===== config.mk =====
export PLATFORM = sky130hd
export DESIGN_NAME = mpl3_ctrl
export DESIGN_NICKNAME = d
export VERILOG_FILES = /design/src/hdl/mpl3_pkg.sv /design/src/hdl/mpl3_ctrl.sv
export SDC_FILE = /design/constraint.sdc
export NUM_CORES = 1
export LEC_CHECK = 0
export BUFFER_PORTS_ARGS = -buffer_cell sky130_fd_sc_hd__buf_2
export CORE_AREA = 4 4 41 43
export CTS_CLUSTER_SIZE = 25
export DETAILED_ROUTE_END_ITERATION = 12
export DIE_AREA = 0 0 45 47
export GPL_ROUTABILITY_DRIVEN = 0
export PLACE_DENSITY = 0.61
export SETUP_SLACK_MARGIN = 0.15
export SLEW_MARGIN = 30
export SYNTH_ARGS = -nofsm -noshare
export SYNTH_HDL_FRONTEND = slang
export SYNTH_SLANG_ARGS = --single-unit
export TNS_END_PERCENT = 20

===== constraint.sdc =====
create_clock -name clk -period 2.16 [get_ports clk]
set_input_delay 0.432 -clock clk [delete_from_list [all_inputs] [get_ports clk]]
set_output_delay 0.432 -clock clk [all_outputs]
set_load 0.005 [all_outputs]

===== src/hdl/mpl3_pkg.sv =====
`default_nettype none

package mpl3_pkg;

    // Grid geometry
    localparam int DIM_MAX    = 16;
    localparam int POS_W      = $clog2(DIM_MAX);
    localparam int SIZE_W     = POS_W + 1;
    localparam int ADDR_W     = 3 * POS_W;
    localparam int CELLS      = DIM_MAX * DIM_MAX * DIM_MAX;

    // Number format
    localparam int VALUE_BITS = 32;
    localparam int FRAC_BITS  = 16;
    localparam int K_W        = 32;
    localparam int K_HALF     = K_W / 2;

    // Datapath widths: axis difference, partial product, accumulator, scaled sum
    localparam int D_W        = VALUE_BITS + 3;
    localparam int PROD_W     = D_W + K_HALF + 1;
    localparam int ACC_W      = D_W + K_W + 2;
    localparam int Q_W        = ACC_W - FRAC_BITS;

    localparam int MUL_STEPS  = 6;
    localparam int STEP_W     = 3;

    localparam logic [SIZE_W-1:0] SIZE_RESET = SIZE_W'(DIM_MAX);
    localparam logic [K_W-1:0]    K_RESET    = K_W'(1) << FRAC_BITS;

    localparam int CFG_IDX_W  = 3;

    typedef enum logic [CFG_IDX_W-1:0] {
        CFG_SIZE_X = 3'd0,
        CFG_SIZE_Y = 3'd1,
        CFG_SIZE_Z = 3'd2,
        CFG_INV_X  = 3'd3,
        CFG_INV_Y  = 3'd4,
        CFG_INV_Z  = 3'd5
    } cfg_idx_t;

    typedef enum logic {
        CMD_LOAD = 1'b0,
        CMD_EVAL = 1'b1
    } cmd_code_t;

    // Order of the seven grid reads for one evaluation
    typedef enum logic [STEP_W-1:0] {
        RD_C  = 3'd0,
        RD_XE = 3'd1,
        RD_XW = 3'd2,
        RD_YE = 3'd3,
        RD_YW = 3'd4,
        RD_ZE = 3'd5,
        RD_ZW = 3'd6
    } rd_step_t;

    localparam int RD_STEPS = 7;

    typedef struct packed {
        logic                 load;
        logic                 latch;
        logic                 rd_en;
        rd_step_t             rd_sel;
        logic                 mul_en;
        logic [STEP_W-1:0]    mul_sel;
        logic                 fin;
    } dp_cmd_t;

endpackage

`default_nettype wire


===== src/hdl/mpl3_ctrl.sv =====
`default_nettype none

module mpl3_ctrl
    import mpl3_pkg::*;
(
    input  wire logic    clk,
    input  wire logic    rst_n,
    input  wire logic    start,
    input  wire logic    command,
    output logic         busy,
    output logic         done,
    output dp_cmd_t      cmd
);

    typedef enum logic [2:0] {
        ST_IDLE,
        ST_READ,
        ST_MUL,
        ST_ACC,
        ST_FIN
    } state_t;

    state_t            state_reg, state_next;
    logic [STEP_W-1:0] cnt_reg, cnt_next;
    logic              done_reg, done_next;
    logic              accept;

    assign busy   = (state_reg != ST_IDLE);
    assign done   = done_reg;
    assign accept = start && !busy;

    always_comb
    begin
        state_next = state_reg;
        cnt_next   = cnt_reg;
        done_next  = 1'b0;
        case (state_reg)
            ST_IDLE:
            begin
                if (accept && (cmd_code_t'(command) == CMD_EVAL))
                begin
                    state_next = ST_READ;
                    cnt_next   = '0;
                end
            end
            ST_READ:
            begin
                if (cnt_reg == STEP_W'(RD_STEPS - 1))
                begin
                    state_next = ST_MUL;
                    cnt_next   = '0;
                end
                else
                begin
                    cnt_next = cnt_reg + STEP_W'(1);
                end
            end
            ST_MUL:
            begin
                if (cnt_reg == STEP_W'(MUL_STEPS - 1))
                begin
                    state_next = ST_ACC;
                    cnt_next   = '0;
                end
                else
                begin
                    cnt_next = cnt_reg + STEP_W'(1);
                end
            end
            ST_ACC:
            begin
                state_next = ST_FIN;
            end
            ST_FIN:
            begin
                state_next = ST_IDLE;
                done_next  = 1'b1;
            end
            default:
            begin
                state_next = ST_IDLE;
            end
        endcase
    end

    always_ff @(posedge clk or negedge rst_n)
    begin
        if (!rst_n)
        begin
            state_reg <= ST_IDLE;
            cnt_reg   <= '0;
            done_reg  <= 1'b0;
        end
        else
        begin
            state_reg <= state_next;
            cnt_reg   <= cnt_next;
            done_reg  <= done_next;
        end
    end

    always_comb
    begin
        cmd.load    = accept && (cmd_code_t'(command) == CMD_LOAD);
        cmd.latch   = accept && (cmd_code_t'(command) == CMD_EVAL);
        cmd.rd_en   = (state_reg == ST_READ);
        cmd.rd_sel  = rd_step_t'(cnt_reg);
        cmd.mul_en  = (state_reg == ST_MUL);
        cmd.mul_sel = cnt_reg;
        cmd.fin     = (state_reg == ST_FIN);
    end

    // Result strobe lasts one cycle
    a_done_pulse: assert property (@(posedge clk) disable iff (!rst_n)
        done_reg |=> !done_reg)
        else $error("result strobe longer than one cycle");

    // An accepted evaluation makes the block busy next cycle
    a_eval_busy: assert property (@(posedge clk) disable iff (!rst_n)
        (start && !busy && command) |=> busy)
        else $error("evaluation accepted but block not busy");

    // Reads and multiplies never overlap
    a_phase_excl: assert property (@(posedge clk) disable iff (!rst_n)
        !(cmd.rd_en && cmd.mul_en))
        else $error("read and multiply issued together");

    // A result follows only the finish step
    a_done_after_fin: assert property (@(posedge clk) disable iff (!rst_n)
        done_reg |-> $past(cmd.fin))
        else $error("result strobe without finish step");

endmodule

`default_nettype wire


; After elaboration in Yosys (flattened, before gate mapping)
; Index checks and enable logic that the tools add are counted.
[classes]
n_addsub = 1
multipliers = 0
n_div = 0
magnitude_cmp = 0
n_eq_ne = 9
shifts = 0
muxes = 9
bitwise = 1
reduce_logical = 9
[op_table]
columns = cell, n
row1 = $mux W3, 6
row2 = $pmux W3 S4, 1
row3 = $eq A3 B3 Y1 const B, 3
row4 = $pmux W3 S3, 1
row5 = $eq A3 B2 Y1 const B, 2
row6 = $reduce_bool A3 Y1, 2
row7 = $ne A2 B1 Y1 const B, 2
row8 = $add A3 B1 Y3 const B, 1
row9 = $eq A3 B1 Y1 const B, 1
row10 = $logic_and A1 B1 Y1, 3
row11 = $logic_not A3 Y1, 1
row12 = $reduce_and A3 Y1, 1
row13 = $ne A2 B2 Y1 const B, 1
row14 = $reduce_and A2 Y1, 1
row15 = $logic_not A1 Y1, 1
row16 = $mux W1, 1
row17 = $not A1 Y1, 1
[word_totals]
ff_bits = 7
latchBits = 0
ramBits = 0
romBits = 0
out_inout_bits = 13
mem_count = 0

; Depth between registers and ports, before layout
[logic_depth]
word_depth = 6
mapped_depth = 4
depth_no_buf = 3

; Worst setup path before layout
; Ideal clock, no wire load.
[synth_path]
kind = flip-flop to output port
startpoint = reg state_reg[1]
endpoint = out cmd[10] (netlist name)
arrival_time_ps = 1140
required_ps = 1728
path_slack_ps = 588
stages_incl_launch_ff = 4
path_cell_list = dfrtp_1 buf_2 or3_1 nor3b_2
[synth_lines]
columns = item, line_no
row1 = from (decl), mpl3_ctrl.sv:23  ; state_t state_reg, state_next;
row2 = from (signal assigned), mpl3_ctrl.sv:96  ; state_reg <= state_next;
row3 = to (decl), mpl3_ctrl.sv:12  ; output dp_cmd_t cmd

==> results.ini <==
[floorplan]
initial_core_util=0.342
die_x_um=45
fp.coreArea_um2=1300
die_h_um=47
floorplan.die_area_um2=2120
ios=17
rows=13

[hold_path]
hp-class=in -> async

[pwr]
power_density_nw_per_um2=1180
total_power_mw=0.633
ir_drop_mv=0.511
power.leakage_nw=0.275

[sta]
rsz0062_at_grt=false
fin_crit_sh=0.881
min_period_ns=1.90
finalMaxSlewViolations=0
fmax_mhz=525
hold_violations=0
setup_violations=0
max_slew_margin=0.761
worst_pin_slew_ns=0.359
skew_ns=0.00814
final.setup.tns_ns=0

[final_layout]
antenna_cells=0
synthToLayoutAreaGrowth_pct=20.5
drive_above_1_share=0.383
fin_nets=65
nFillCells=148

[global_route]
grt_pass1_vias=315
antenna_found_initial=0
grt_use_total=0.100
grt_pass1_wl_mm=1.43
gr-total-overflow=0
grt_max_degree=14

[placed_design]
dp_hpwl_um=619
port_buffers=16

[routing]
viasPerCell=4.77
wl_per_cell_um=11.3
drc=0
vias=358
dr.pass1.iters=2
drt_wl_total_um=851
antenna_left=0
drt_iter0_drc=5

[logic_synthesis]
synthMuxAreaShare=0.0562
synth_top_family_by_area=simple AND/OR/NAND/NOR gates
synthAdderAreaFrac=0
post_synth_and_or_nand_nor_area_fraction=0.253
syn_nets=50
ys_types=27
avgSynthCellArea_um2=9.68
ys_seq_area_frac=0.393
ys.flop_type=dfrtp_1
postSynthCellCount=46
netlist_area_um2=445
synth_xor_area_frac=0.0393
synth_edf_count=0
ys_async_sr_fraction=1.00
ys_warn_count=0
synth_compound_area_frac=0.135
ys_ff_latch=7

[run]
cap_violations=0

[clocking]
cts_setup_buffers=0
clock_path_buffers=2
numCtsBuffers=3
cts_tree=built
cts.sinks=7
htreeDepth=1
clk_latency_ns=0.26
path_clk_slew_ns=0.06
cts_root_buffer=clkbuf_4

[critical_path]
endpoint_kind=primary output
critPathMaxFanout=13
crit_type=reg -> out
cp.arrival_ns=1.47
start_kind=flop
cp.required_ns=1.73

[outcome]
status=complete, no violations

## synth_stat cells (2+ instances only)
library cell	count	area, um^2
nor3b_1	2	15.0
dfrtp_1	7	175
inv_1	3	11.3
buf_2	2	10.0
buf_4	4	30.0
a21oi_1	2	10.0
nor3_1	2	10.0
nor2_1	3	11.3
nand2_1	3	11.3
## cell type report
class / instances / area [um^2] / area share
Multi-Input combinational cell: 29 / 215 / 0.401
Inverter: 3 / 11.3 / 0.0210
Timing Repair Buffer: 17 / 90.1 / 0.168
Tap cell: 15 / 18.8 / 0.0350
Clock buffer: 4 / 26.3 / 0.0490
Sequential cell: 7 / 175 / 0.326
## layout by cell type (no fill, tap or decap), drive strengths merged, types with 2 or more instances in the layout
master  netlist  routed
nor3          2       2
a211oi        2       2
nor2          3       3
nor3b         3       3
dfrtp         7       7
nand2         3       3
a21oi         2       2
clkbuf        1       4
buf           6      16
inv           3       3
## through the flow
step           cells  cell area, um^2  hold slack (ns)  utilization  setup WS [ns]
3_5_place_dp      70              500            0.276        0.385          0.523
4_1_cts           75              537            0.527        0.413          0.244
3_3_place_gp      70              500            0.273        0.385          0.532
6_report          75              537            0.528        0.413          0.256
2_1_floorplan     46              445            0.136            -          0.588
5_1_grt           75              537            0.559        0.413          0.163
## per-layer routing
metal,track usage,up-vias,wire (um)
met1,0.126,159,424
met2,0.127,12,339
li1,-,185,-
met5,0,-,0
met4,0.0526,0,8
met3,0.0690,2,78
## final timing paths
kind                                               start                  endpoint  slack [ns]  cells past startpoint
worst max-delay path            state_reg[1]$_DFFE_PN0P_                   cmd[10]        0.26                      3
min in group clk                state_reg[2]$_DFFE_PN0P_  state_reg[1]$_DFFE_PN0P_        0.60                      1
worst min register to register  state_reg[2]$_DFFE_PN0P_  state_reg[1]$_DFFE_PN0P_        0.60                      1
worst min-delay path                               rst_n    cnt_reg[0]$_DFFE_PN0P_        0.53                      2
max in group asynchronous                          rst_n  state_reg[1]$_DFFE_PN0P_        1.47                      2
worst max register to register  state_reg[0]$_DFFE_PN0P_  state_reg[0]$_DFFE_PN0P_        0.68                      3
## report_power, final
part           leakage, nW  internal (mW)  switching, mW  total, mW
clock network       0.0150         0.0707         0.0511      0.122
registers           0.0944          0.167         0.0770      0.244
logic                0.165          0.148          0.119      0.267
total                0.275          0.386          0.247      0.633
## worst max-delay path, stage by stage, from the launching register on
cell and delay (ns):
dfrtp_1 0.50, or3_1 0.44, nor3b_2 0.16, buf_2 0.12
## timing repair
item	in CTS	in global routing
hold buffers	1	0
endpoints found under the hold margin	4	0
gates resized for setup	0	0
endpoints found under the setup margin	0	0
## cell families (layout without fill, tap and decap cells)
kind of cell | Yosys count | count (layout)
flops | 7 | 7
buf+inv | 10 | 24
compound gates | 7 | 7
mux | 2 | 2
simple gates | 18 | 18
xor+xnor | 2 | 2
(Power assumes the default switching activity.)
